<file path="src/rtl/three_level_priority_fifo_top_macros.svh">
// Assertion macros shared by the three-level priority FIFO RTL.
`ifndef THREE_LEVEL_PRIORITY_FIFO_TOP_MACROS_SVH
`define THREE_LEVEL_PRIORITY_FIFO_TOP_MACROS_SVH

// Checks that a condition implies another one at the same clock edge.
`define TLPF_ASSERT_IMP(label, clk, rstn, ante, cons) \
    label: assert property (@(posedge clk) disable iff (!(rstn)) (ante) |-> (cons)) \
        else $error("assertion failed: same-cycle implication");

// Checks that a condition implies another one at the following clock edge.
`define TLPF_ASSERT_NXT(label, clk, rstn, ante, cons) \
    label: assert property (@(posedge clk) disable iff (!(rstn)) (ante) |=> (cons)) \
        else $error("assertion failed: next-cycle implication");

// Checks that a condition always holds outside reset.
`define TLPF_ASSERT_ALWAYS(label, clk, rstn, cond) \
    label: assert property (@(posedge clk) disable iff (!(rstn)) (cond)) \
        else $error("assertion failed: invariant");

`endif

</file>
<file path="src/rtl/tlpf_pkg.sv">
// Types and codes shared by the three-level priority FIFO modules.
package tlpf_pkg;

    // Number of priority rings and the width of a ring index.
    localparam int NUM_RINGS = 3;
    localparam int RING_W    = 2;

    // Operation codes of an input transaction.
    localparam logic OP_ENQUEUE = 1'b0;
    localparam logic OP_SERVICE = 1'b1;

    // Priority class codes.
    localparam logic [1:0] CLASS_NONE      = 2'd0;
    localparam logic [1:0] CLASS_URGENT    = 2'd1;
    localparam logic [1:0] CLASS_IMPORTANT = 2'd2;
    localparam logic [1:0] CLASS_STANDARD  = 2'd3;

    // Result status codes.
    localparam logic [2:0] ST_ACCEPTED  = 3'd0;
    localparam logic [2:0] ST_BAD_PRIO  = 3'd1;
    localparam logic [2:0] ST_FULL      = 3'd2;
    localparam logic [2:0] ST_SERVED    = 3'd3;
    localparam logic [2:0] ST_ALL_EMPTY = 3'd4;

    // One input transaction.
    typedef struct packed {
        logic        op;
        logic [1:0]  priority_class;
        logic [31:0] payload;
        logic [6:0]  age;
    } tlpf_in_t;

    // One result transaction.
    typedef struct packed {
        logic [2:0]  status;
        logic [1:0]  served_class;
        logic [31:0] out_payload;
        logic [6:0]  out_age;
        logic        last;
    } tlpf_out_t;

    // One stored queue entry.
    typedef struct packed {
        logic [31:0] payload;
        logic [6:0]  age;
    } tlpf_entry_t;

endpackage

</file>
<file path="src/rtl/tlpf_entry_ram.sv">
// Entry memory for all three rings: one write port, one registered read port.
module tlpf_entry_ram #(
    parameter int DEPTH  = 48,
    parameter int ADDR_W = 6
) (
    input  logic                 aclk,
    input  logic                 wr_en,
    input  logic [ADDR_W-1:0]    wr_addr,
    input  tlpf_pkg::tlpf_entry_t wr_data,
    input  logic                 rd_en,
    input  logic [ADDR_W-1:0]    rd_addr,
    output tlpf_pkg::tlpf_entry_t rd_data
);

    tlpf_pkg::tlpf_entry_t mem [DEPTH];
    tlpf_pkg::tlpf_entry_t rd_data_reg;

    // Write port.
    always_ff @(posedge aclk) begin
        if (wr_en) begin
            mem[wr_addr] <= wr_data;
        end
    end

    // Read port; the data register holds until the next read.
    always_ff @(posedge aclk) begin
        if (rd_en) begin
            rd_data_reg <= mem[rd_addr];
        end
    end

    assign rd_data = rd_data_reg;

endmodule

</file>
<file path="src/rtl/three_level_priority_fifo_top.sv">
// Top level of the three-level priority FIFO: ring control and result register.
// The block holds three rings (urgent, important, standard) of QUEUE_DEPTH entries
// each in one shared memory of 3*QUEUE_DEPTH entries; stored entries are undefined
// until written, and no clearing pass runs after reset. An enqueue transaction
// yields one status result. A service transaction that finds k non-empty rings
// yields k results, one per ring head, in urgent, important, standard order with
// the last one marked; with all rings empty it yields a single all-empty result.
// The service time is set by the single read port of the entry memory, which
// delivers one ring head per cycle while the output register is free or being
// taken. One transaction is worked on at a time, and a finished result in the
// output register does not stop the next transaction from being accepted when
// the result is taken in the same cycle.
`include "three_level_priority_fifo_top_macros.svh"

module three_level_priority_fifo_top #(
    parameter int QUEUE_DEPTH = 16
) (
    input  logic                aclk,
    input  logic                aresetn,
    input  logic                s_valid,
    output logic                s_ready,
    input  tlpf_pkg::tlpf_in_t  s_data,
    output logic                m_valid,
    input  logic                m_ready,
    output tlpf_pkg::tlpf_out_t m_data
);

    localparam int MEM_DEPTH = tlpf_pkg::NUM_RINGS * QUEUE_DEPTH;
    localparam int ADDR_W    = $clog2(MEM_DEPTH);
    localparam int PTR_W     = (QUEUE_DEPTH > 1) ? $clog2(QUEUE_DEPTH) : 1;
    localparam int CNT_W     = $clog2(QUEUE_DEPTH + 1);
    localparam int RW        = tlpf_pkg::RING_W;
    localparam int NR        = tlpf_pkg::NUM_RINGS;

    typedef enum logic {
        ST_IDLE,
        ST_EMIT
    } state_t;

    state_t              state_reg;
    logic                m_valid_reg;
    tlpf_pkg::tlpf_out_t m_data_reg;
    logic [PTR_W-1:0]    head_reg  [NR];
    logic [PTR_W-1:0]    tail_reg  [NR];
    logic [CNT_W-1:0]    count_reg [NR];
    logic [NR-1:0]       mask_reg;
    logic [RW-1:0]       cur_ring_reg;

    logic                  out_free;
    logic                  in_acc;
    logic                  out_load;
    logic [NR-1:0]         nonempty;
    logic [NR-1:0]         scan_mask;
    logic [NR-1:0]         mask_next;
    logic [RW-1:0]         sel_ring;
    logic                  rd_en;
    logic [ADDR_W-1:0]     rd_addr;
    logic [RW-1:0]         enq_ring;
    logic                  enq_class_ok;
    logic                  enq_full;
    logic [2:0]            enq_status;
    logic                  wr_en;
    logic [ADDR_W-1:0]     wr_addr;
    tlpf_pkg::tlpf_entry_t wr_data;
    tlpf_pkg::tlpf_entry_t rd_data;

    // Handshake: one transaction at a time, output register must be free or leaving.
    assign out_free = !m_valid_reg || m_ready;
    assign s_ready  = (state_reg == ST_IDLE) && out_free;
    assign in_acc   = s_valid && s_ready;
    assign m_valid  = m_valid_reg;
    assign m_data   = m_data_reg;

    // A result is loaded for every accepted transaction except the start of a
    // round on non-empty rings, and for each ring head during a round.
    assign out_load = (in_acc && !((s_data.op == tlpf_pkg::OP_SERVICE) && (|nonempty)))
                   || ((state_reg == ST_EMIT) && out_free);

    // Pick the highest-priority ring still to be served in this round.
    always_comb begin
        for (int i = 0; i < NR; i++) begin
            nonempty[i] = (count_reg[i] != '0);
        end
        scan_mask = (state_reg == ST_IDLE) ? nonempty : mask_reg;
        if (scan_mask[0]) begin
            sel_ring = RW'(0);
        end else if (scan_mask[1]) begin
            sel_ring = RW'(1);
        end else begin
            sel_ring = RW'(2);
        end
        for (int i = 0; i < NR; i++) begin
            mask_next[i] = scan_mask[i] && (sel_ring != RW'(i));
        end
    end

    // Head read: at the start of a round, and after each result while rings remain.
    assign rd_en = (in_acc && (s_data.op == tlpf_pkg::OP_SERVICE) && (|nonempty))
                || ((state_reg == ST_EMIT) && out_free && (|mask_reg));
    assign rd_addr = ADDR_W'(sel_ring) * ADDR_W'(QUEUE_DEPTH) + ADDR_W'(head_reg[sel_ring]);

    // Decode the class of an enqueue into a ring and check its fill level.
    always_comb begin
        enq_class_ok = 1'b1;
        case (s_data.priority_class)
            tlpf_pkg::CLASS_URGENT:    enq_ring = RW'(0);
            tlpf_pkg::CLASS_IMPORTANT: enq_ring = RW'(1);
            tlpf_pkg::CLASS_STANDARD:  enq_ring = RW'(2);
            default: begin
                enq_ring     = RW'(0);
                enq_class_ok = 1'b0;
            end
        endcase
        enq_full = (count_reg[enq_ring] == CNT_W'(QUEUE_DEPTH));
        if (!enq_class_ok) begin
            enq_status = tlpf_pkg::ST_BAD_PRIO;
        end else if (enq_full) begin
            enq_status = tlpf_pkg::ST_FULL;
        end else begin
            enq_status = tlpf_pkg::ST_ACCEPTED;
        end
    end

    // Tail write of an accepted enqueue.
    assign wr_en = in_acc && (s_data.op == tlpf_pkg::OP_ENQUEUE) && enq_class_ok && !enq_full;
    assign wr_addr = ADDR_W'(enq_ring) * ADDR_W'(QUEUE_DEPTH) + ADDR_W'(tail_reg[enq_ring]);
    assign wr_data = '{payload: s_data.payload, age: s_data.age};

    tlpf_entry_ram #(
        .DEPTH  (MEM_DEPTH),
        .ADDR_W (ADDR_W)
    ) u_entry_ram (
        .aclk    (aclk),
        .wr_en   (wr_en),
        .wr_addr (wr_addr),
        .wr_data (wr_data),
        .rd_en   (rd_en),
        .rd_addr (rd_addr),
        .rd_data (rd_data)
    );

    // Controller state, ring pointers and the result register. Enqueue writes and
    // head reads never share a cycle, so no forwarding is needed on the memory.
    always_ff @(posedge aclk) begin
        if (!aresetn) begin
            state_reg    <= ST_IDLE;
            m_valid_reg  <= 1'b0;
            mask_reg     <= '0;
            cur_ring_reg <= '0;
            for (int i = 0; i < NR; i++) begin
                head_reg[i]  <= '0;
                tail_reg[i]  <= '0;
                count_reg[i] <= '0;
            end
        end else begin
            // Result valid: set when a result is loaded, cleared when it is taken.
            if (out_load) begin
                m_valid_reg <= 1'b1;
            end else if (m_ready) begin
                m_valid_reg <= 1'b0;
            end

            // Advance the head of the ring being read.
            if (rd_en) begin
                head_reg[sel_ring]  <= (head_reg[sel_ring] == PTR_W'(QUEUE_DEPTH - 1))
                                     ? '0 : head_reg[sel_ring] + PTR_W'(1);
                count_reg[sel_ring] <= count_reg[sel_ring] - CNT_W'(1);
                mask_reg            <= mask_next;
                cur_ring_reg        <= sel_ring;
            end

            // Advance the tail of the ring being written.
            if (wr_en) begin
                tail_reg[enq_ring]  <= (tail_reg[enq_ring] == PTR_W'(QUEUE_DEPTH - 1))
                                     ? '0 : tail_reg[enq_ring] + PTR_W'(1);
                count_reg[enq_ring] <= count_reg[enq_ring] + CNT_W'(1);
            end

            case (state_reg)
                ST_IDLE: begin
                    if (in_acc) begin
                        if (s_data.op == tlpf_pkg::OP_ENQUEUE) begin
                            m_data_reg  <= '{status: enq_status,
                                             served_class: tlpf_pkg::CLASS_NONE,
                                             out_payload: '0, out_age: '0, last: 1'b1};
                        end else if (|nonempty) begin
                            state_reg <= ST_EMIT;
                        end else begin
                            m_data_reg  <= '{status: tlpf_pkg::ST_ALL_EMPTY,
                                             served_class: tlpf_pkg::CLASS_NONE,
                                             out_payload: '0, out_age: '0, last: 1'b1};
                        end
                    end
                end
                ST_EMIT: begin
                    // Read data of the ring in cur_ring_reg is valid here.
                    if (out_free) begin
                        m_data_reg  <= '{status: tlpf_pkg::ST_SERVED,
                                         served_class: 2'(cur_ring_reg + RW'(1)),
                                         out_payload: rd_data.payload,
                                         out_age: rd_data.age,
                                         last: (mask_reg == '0)};
                        if (mask_reg == '0) begin
                            state_reg <= ST_IDLE;
                        end
                    end
                end
                default: begin
                    state_reg <= ST_IDLE;
                end
            endcase
        end
    end

    // A head is read only from a ring that holds entries.
    `TLPF_ASSERT_IMP(a_read_nonempty, aclk, aresetn, rd_en, count_reg[sel_ring] != '0)
    // No new transaction is taken while a round still has results to come.
    `TLPF_ASSERT_IMP(a_round_blocks_input, aclk, aresetn, m_valid && !m_data.last, !s_ready)
    // A served result always names a ring class.
    `TLPF_ASSERT_IMP(a_served_class, aclk, aresetn,
                     m_valid && (m_data.status == tlpf_pkg::ST_SERVED),
                     m_data.served_class != tlpf_pkg::CLASS_NONE)
    // Fill counts never pass the ring depth.
    `TLPF_ASSERT_ALWAYS(a_fill_bound, aclk, aresetn,
                        (count_reg[0] <= CNT_W'(QUEUE_DEPTH)) &&
                        (count_reg[1] <= CNT_W'(QUEUE_DEPTH)) &&
                        (count_reg[2] <= CNT_W'(QUEUE_DEPTH)))
    // Starting a service round on non-empty rings moves the controller to emit.
    `TLPF_ASSERT_NXT(a_round_start, aclk, aresetn,
                     in_acc && (s_data.op == tlpf_pkg::OP_SERVICE) && (|nonempty),
                     state_reg == ST_EMIT)

endmodule
</file>
<file path="config.mk">
export PLATFORM = sky130hd
export DESIGN_NAME = three_level_priority_fifo_top
export DESIGN_NICKNAME = d
export VERILOG_FILES = /design/src/rtl/tlpf_pkg.sv /design/src/rtl/tlpf_entry_ram.sv /design/src/rtl/three_level_priority_fifo_top.sv
export VERILOG_INCLUDE_DIRS = /design/src /design/src/rtl
export SDC_FILE = /design/constraint.sdc
export NUM_CORES = 2
export LEC_CHECK = 0
export BUFFER_PORTS_ARGS = -buffer_cell sky130_fd_sc_hd__buf_2
export CAP_MARGIN = 10
export CORE_UTILIZATION = 55
export DETAILED_ROUTE_END_ITERATION = 8
export GPL_TIMING_DRIVEN = 0
export PLACE_DENSITY = 0.77
export RECOVER_POWER = 50
export SYNTH_ARGS = -nofsm -noshare
export SYNTH_HDL_FRONTEND = slang
export SYNTH_SLANG_ARGS = --single-unit
export TNS_END_PERCENT = 5
</file>
<file path="constraint.sdc">
create_clock -name aclk -period 8.6 [get_ports aclk]
set_input_delay 0.86 -clock aclk [delete_from_list [all_inputs] [get_ports aclk]]
set_output_delay 0.86 -clock aclk [all_outputs]
set_load 0.01 [all_outputs]
</file>
Word level (Yosys, flattened, before mapping)
Memories as Yosys holds them, arrays and structs flattened. A register that Yosys moved wholly into a read port is not among the register bits.
Cells that the tools add are included.
{"block": "word_totals", "reg_bits": 52, "ramBits": 1911, "in_bits": 46, "out_inout_bits": 47, "wordCells": 109, "n_memories": 4}
{"block": "op_classes", "n_addsub": 7, "eq_ne": 11, "muxes": 42, "bitwise": 2, "n_reduce_logical": 34}
{"memory": "u_entry_ram.mem", "depth": 48, "width": 39, "rd": 1, "rd_clocked_by_memory_dff": 1, "write_ports": 1, "line": "tlpf_entry_ram.sv:15", "text": "tlpf_pkg::tlpf_entry_t mem [DEPTH];"}
{"memory": "count_reg", "depth": 3, "width": 5, "rd": 5, "rd_clocked_by_memory_dff": 0, "write_ports": 3, "line": "three_level_priority_fifo_top.sv:45", "text": "logic [CNT_W-1:0] count_reg [NR];"}
{"memory": "head_reg", "depth": 3, "width": 4, "rd": 1, "rd_clocked_by_memory_dff": 0, "write_ports": 3, "line": "three_level_priority_fifo_top.sv:43", "text": "logic [PTR_W-1:0] head_reg [NR];"}
{"memory": "tail_reg", "depth": 3, "width": 4, "rd": 1, "rd_clocked_by_memory_dff": 0, "write_ports": 3, "line": "three_level_priority_fifo_top.sv:44", "text": "logic [PTR_W-1:0] tail_reg [NR];"}
{"cell": "$mux W45", "count": 4}
{"cell": "$pmux W45 S2", "count": 1}
{"cell": "$mux W1", "count": 20}
{"cell": "$mux W2", "count": 8}
{"cell": "$mux W4", "count": 4}
{"cell": "$reduce_bool A5 Y1", "count": 3}
{"cell": "$logic_and A1 B1 Y1", "count": 14}
{"cell": "$add A6 B4 Y6", "count": 2}
{"cell": "$mux W5", "count": 2}
{"cell": "$reduce_or A5 Y1", "count": 2}
{"cell": "$reduce_or A3 Y1", "count": 3}
{"cell": "$add A4 B1 Y4 const B", "count": 2}
{"cell": "$eq A4 B4 Y1 const B", "count": 2}
{"cell": "$reduce_or A4 Y1", "count": 2}
{"cell": "$add A5 B1 Y5 const B", "count": 1}
{"cell": "$eq A5 B5 Y1 const B", "count": 1}
{"cell": "$sub A5 B1 Y5 const B", "count": 1}
{"cell": "$eq A2 B2 Y1 const B", "count": 2}
{"cell": "$ne A2 B1 Y1 const B", "count": 2}
{"cell": "$ne A2 B2 Y1 const B", "count": 2}
{"cell": "$pmux W2 S2", "count": 1}
{"cell": "$reduce_and A4 Y1", "count": 1}
{"cell": "$reduce_bool A2 Y1", "count": 2}
{"cell": "$logic_not A1 Y1", "count": 3}
{"cell": "8 further kinds", "count": 11}

Logic depth before layout (Yosys ltp)
{"block": "logic_depth", "ltp_word": 13, "depth_mapped": 16, "mapped_depth_nobuf": 10}

Cells and area by module
From an unflattened synthesis, not the netlist that was laid out.
{"block": "unflattened", "hier_cells": 3912, "hier_area_um2": 78048.6}
{"mod": "tlpf_entry_ram", "n_inst": 1, "cells_per_inst": 3532, "area_per_inst_um2": 73649.4, "seq_area_each_um2": 57385.0}
{"mod": "three_level_priority_fifo_top", "n_inst": 1, "cells_per_inst": 380, "area_per_inst_um2": 4399.2, "seq_area_each_um2": 2662.6}

Least setup slack after synthesis
Ideal clock, no wire load.
{"block": "synth_path", "kind": "register -> register", "start": "memory count_reg[0][0] (netlist bit)", "end": "register m_data_reg (netlist bit m_data[0]), enable pin", "arrival_time_ns": 5.215, "setup_slack_ns": 2.870, "path_stages_with_launch": 7, "period_less_slack_ns": 5.730, "path_cell_list": "edfxtp_1 > or4_1 > buf_2 > or4_1 > o21ai_0 > nand2_1 > a211oi_1"}
{"element": "from (decl)", "line": "three_level_priority_fifo_top.sv:45"}
{"element": "to (signal assigned)", "line": "three_level_priority_fifo_top.sv:183", "text": "m_data_reg <= '{status: enq_status,"}
{"element": "to (signal assigned)", "line": "three_level_priority_fifo_top.sv:189", "text": "m_data_reg <= '{status: tlpf_pkg::ST_ALL_EMPTY,"}
{"element": "to (signal assigned)", "line": "three_level_priority_fifo_top.sv:198", "text": "m_data_reg <= '{status: tlpf_pkg::ST_SERVED,"}
{"element": "to (decl)", "line": "three_level_priority_fifo_top.sv:42", "text": "tlpf_pkg::tlpf_out_t m_data_reg;"}

==> qor.csv <==
stage;metric;value;unit
grt;grt_pass1_wl;335;mm
logic_synthesis;asyncSetResetFlopFracSynth;0;%
floorplan;floorplan.initialDensity;55.3;%
timing;timing.fmax;0.153;GHz
clocking;max-clock-path-buffers;3;
worst_hold_path;holdPathEnd;state_reg;
power_and_ir_drop;pnr_total_power;22.4;mW
clocking;cts.sink_count;2002;
critical_path;worstPathCellList;or4_1 > clkbuf_1 > o211ai_1 > o31ai_1 > buf_2 > inv_2 > clkbuf_1 > clkbuf_1 > buf_2 > buf_1 > ha_1 > nand2_1 > o21ai_0 > nor2_1;
logic_synthesis;syn_nets;5301;
critical_path;cp-end-kind;register;
finish;layout-area-overhead-vs-synth;13.2;%
logic_synthesis;synth.ff_latch_count;2002;
place;placedInstanceArea;82500;µm²
critical_path;worst-r2r-setup-slack;2.08;ns
logic_synthesis;synth.top_cell.area_share;76.6;%
timing;period_share;75.8;%
logic_synthesis;synth_mux_area_share;4.88;%
logic_synthesis;synth.top_cells.by_area;sky130_fd_sc_hd__edfxtp_1 (77%), sky130_fd_sc_hd__nand2_1 (5.5%), sky130_fd_sc_hd__mux2i_1 (3.5%);
logic_synthesis;synthSimpleGateAreaFrac;9.65;%
clocking;hold_buffers;0;
grt;first_global_vias;48100;
route;routed-via-count;50800;
clocking;cts_tree;built;
timing;grt_setup_unrepaired;false;
logic_synthesis;synth_compound_area_share;6.71;%
timing;period_needed;6.52;ns
finish;leading_cell_type_in_the_layout_fill_and_taps_excluded;sky130_fd_sc_hd__edfxtp_1;
worst_hold_path;holdCritStartpoint;s_valid;
critical_path;cp_max_stage_delay;0.93;ns
critical_path;startpoint;count_reg[0][0];
logic_synthesis;synth-seq-area-share;76.8;%
critical_path;crit_start_category;register;
route;detail_route.first_pass.iterations;8;
run_status;failed_checks;max-capacitance violations, max-slew violations;
clocking;ctsResizeCount;0;
place;dp_worst_setup_slack;2.59;ns
logic_synthesis;synthFlopType;sky130_fd_sc_hd__edfxtp_1;
clocking;post_cts.repair.setup_buffers;0;
route;post_drt_via_cell_ratio;6.65;
grt;grt_max_degree;49;
route;route.detailed.drc;0;
flow_run;cap_violations;41;
power_and_ir_drop;power_density;253;nW/µm²
logic_synthesis;synth-warning-count;0;
logic_synthesis;yosys.cell_types.count;64;
finish;max_ffs_per_register;1872;
critical_path;cp_data_required_time;9.17;ns
floorplan;die_area;144000;µm²
floorplan;fp.dieH;379;µm
place;numPortBuffers;90;
timing;worst_slew_pin_slew;2.90;ns
worst_hold_path;hold_path_class;input port to register;
route;routed_wl;240;mm
logic_synthesis;syn-cell-area;78200;µm²
logic_synthesis;synth_top_family_by_area;simple AND/OR/NAND/NOR gates;
logic_synthesis;syn_avg_cell_area;14.9;µm²
logic_synthesis;yosys.area_share.adder;0.0800;%
clocking;numCtsBuffers;188;
timing;timing.final.ws_setup;2.08;ns
finish;filler_cell_count;9753;
critical_path;worst_ep_arrival_time;7.10;ns
place;routabilityCongestion;0.995;
critical_path;critical_path.slowest_cell;sky130_fd_sc_hd__clkbuf_1;
route;initial_drc_count;9065;
clocking;clkLatencyLatePin;0.86;ns
timing;max_slew_margin;-93.2;%
clocking;clk_transition_reported_paths;0.06;ns
floorplan;floorplan.die.width;379;µm
critical_path;worst-setup-path-type;register to register;
grt;globalRoute.totalOverflow;0;
worst_hold_path;whs_path_depth;3;
route;routed_wire_per_std_cell;31.3;µm
timing;timing.final.max_slew_violations;1944;
floorplan;floorplan.io_pins;93;
timing;fin_skew;0.0305;ns
finish;postLayoutCoreUtil;62.6;%
logic_synthesis;postSynthCellCount;5250;
logic_synthesis;cell_accounting_for_the_most_synthesized_area;sky130_fd_sc_hd__edfxtp_1;
power_and_ir_drop;p_leak;29.6;nW
finish;final_area;88500;µm²
timing;final-hold-violation-count;0;
critical_path;timing.rr.start;count_reg[0][0];
clocking;library_cell_used_as_clock_root_buffer;sky130_fd_sc_hd__clkbuf_16;
run_status;status;complete, but fails checks;
clocking;htree_levels;4;
place;place.detailed.hpwl;158;mm
logic_synthesis;synth_xor_area_share;0.101;%
power_and_ir_drop;power.ir.vdd_worst;0.239;mV
finish;drive_gt1_share;8.86;%
critical_path;r2r.worst_path.cells;14;
finish;num-nets-final;5635;
floorplan;design.core.area;141000;µm²
critical_path;r2r_end;head_reg[2][0];
timing;setup_viol;0;
logic_synthesis;number_of_enable_flip_flop_cells_after_synthesis;1995;
finish;commonest_cells_after_routing_fill_and_taps_aside;sky130_fd_sc_hd__edfxtp_1 (1995), sky130_fd_sc_hd__nand2_1 (1136), sky130_fd_sc_hd__clkbuf_1 (343), sky130_fd_sc_hd__nand3_1 (327), sky130_fd_sc_hd__a21oi_1 (288);
grt;combined_global_route_utilization_of_all_metal_layers;33.2;%
grt;initial_antenna_violation_count;18;
critical_path;crit_path_max_fanout;10;
floorplan;number_of_core_rows;138;
critical_path;crit_path_frequent_cell;sky130_fd_sc_hd__clkbuf_1;
route;drtAntennaViolNets;0;
area by class of cell:
type / count / area, µm² / share of cell area (%)
Sequential cell: 2002 / 60000 / 67.8
Multi-Input combinational cell: 2900 / 17100 / 19.3
Clock buffer: 230 / 4880 / 5.52
Tap cell: 1890 / 2360 / 2.67
Timing Repair Buffer: 144 / 1380 / 1.56
Buffer: 331 / 1350 / 1.52
Clock inverter: 123 / 1300 / 1.47
Inverter: 17 / 63.8 / 0.0721
Antenna cell: 8 / 20.0 / 0.0226
synthesized netlist by cell type, types with 7 or more instances:
master	n
sky130_fd_sc_hd__edfxtp_1	1995
sky130_fd_sc_hd__nand2_1	1136
sky130_fd_sc_hd__nand3_1	327
sky130_fd_sc_hd__a21oi_1	288
sky130_fd_sc_hd__mux2i_1	270
sky130_fd_sc_hd__clkbuf_1	212
sky130_fd_sc_hd__a221oi_1	136
sky130_fd_sc_hd__nor2_1	122
sky130_fd_sc_hd__a31oi_1	118
sky130_fd_sc_hd__buf_2	67
sky130_fd_sc_hd__a22oi_1	52
sky130_fd_sc_hd__buf_1	46
sky130_fd_sc_hd__mux4_2	46
sky130_fd_sc_hd__and2_1	44
sky130_fd_sc_hd__o21ai_0	35
sky130_fd_sc_hd__nor3_1	33
sky130_fd_sc_hd__o22ai_1	27
sky130_fd_sc_hd__nand4_1	23
sky130_fd_sc_hd__a32oi_1	22
sky130_fd_sc_hd__a211o_1	21
sky130_fd_sc_hd__nor4_1	18
sky130_fd_sc_hd__o31ai_1	16
sky130_fd_sc_hd__nand4b_1	15
sky130_fd_sc_hd__o2111ai_1	15
sky130_fd_sc_hd__a211oi_1	14
sky130_fd_sc_hd__inv_1	13
sky130_fd_sc_hd__nor3b_1	11
sky130_fd_sc_hd__o21a_1	10
sky130_fd_sc_hd__nor2b_1	8
sky130_fd_sc_hd__o211ai_1	8
sky130_fd_sc_hd__dfxtp_1	7
sky130_fd_sc_hd__mux2_2	7
sky130_fd_sc_hd__nand2b_1	7
sky130_fd_sc_hd__xnor2_1	7
kinds of logic after synthesis:
logic type                 after synthesis
adders and majority gates                5
and+or+nand+nor                       1771
DFF                                   2002
AOI/OAI and AO/OA                      792
xor gates and xnor gates                 9
buffers and inverters                  348
muxes                                  323
worst max-delay path by stage:
| stage | slack (ns) | end |
|---|---|---|
| global route | 2.12 | head_reg[0][0] |
| finish | 2.08 | head_reg[2][0] |
| floorplan | 2.87 | m_data[0] |
| detailed placement | 2.59 | head_reg[1][0] |
| global placement | -0.49 | m_data[6] |
| CTS | 2.57 | head_reg[1][0] |
stage by stage:
stage / hold slack (ns) / instances / TNS (ns)
2_1_floorplan: 0.447 / 5250 / 0
3_3_place_gp: 0.461 / 7230 / -21.78
3_5_place_dp: 0.467 / 7282 / 0
4_1_cts: 0.361 / 7635 / 0
5_1_grt: 0.414 / 7641 / 0
6_report: 0.417 / 7645 / 0
power by group:
part	switching, mW	total (mW)	internal [mW]
sequential	0.0259	10.9	10.8
clock	3.69	8.37	4.68
combinational	2.36	3.15	0.785
total	6.08	22.4	16.3
per-layer routing:
metal / GRT usage [%] / vias to the layer above / routed length [µm]
met5: 0 / - / 116
li1: - / 20800 / -
met4: 17.7 / 18 / 14800
met3: 10.0 / 758 / 35900
met2: 49.7 / 4343 / 106000
met1: 43.8 / 25000 / 82400
worst max-delay path, delay by kind of cell (launching register included):
kind | cells | cell delay (ns)
AO/OA/AOI/OAI | 3 | 0.88
flip-flops | 1 | 0.42
AND/OR/NAND/NOR | 3 | 0.75
adder cells (fa/ha/maj) | 1 | 0.39
buffers and inverters | 7 | 3.78
(Power assumes the default switching activity.)
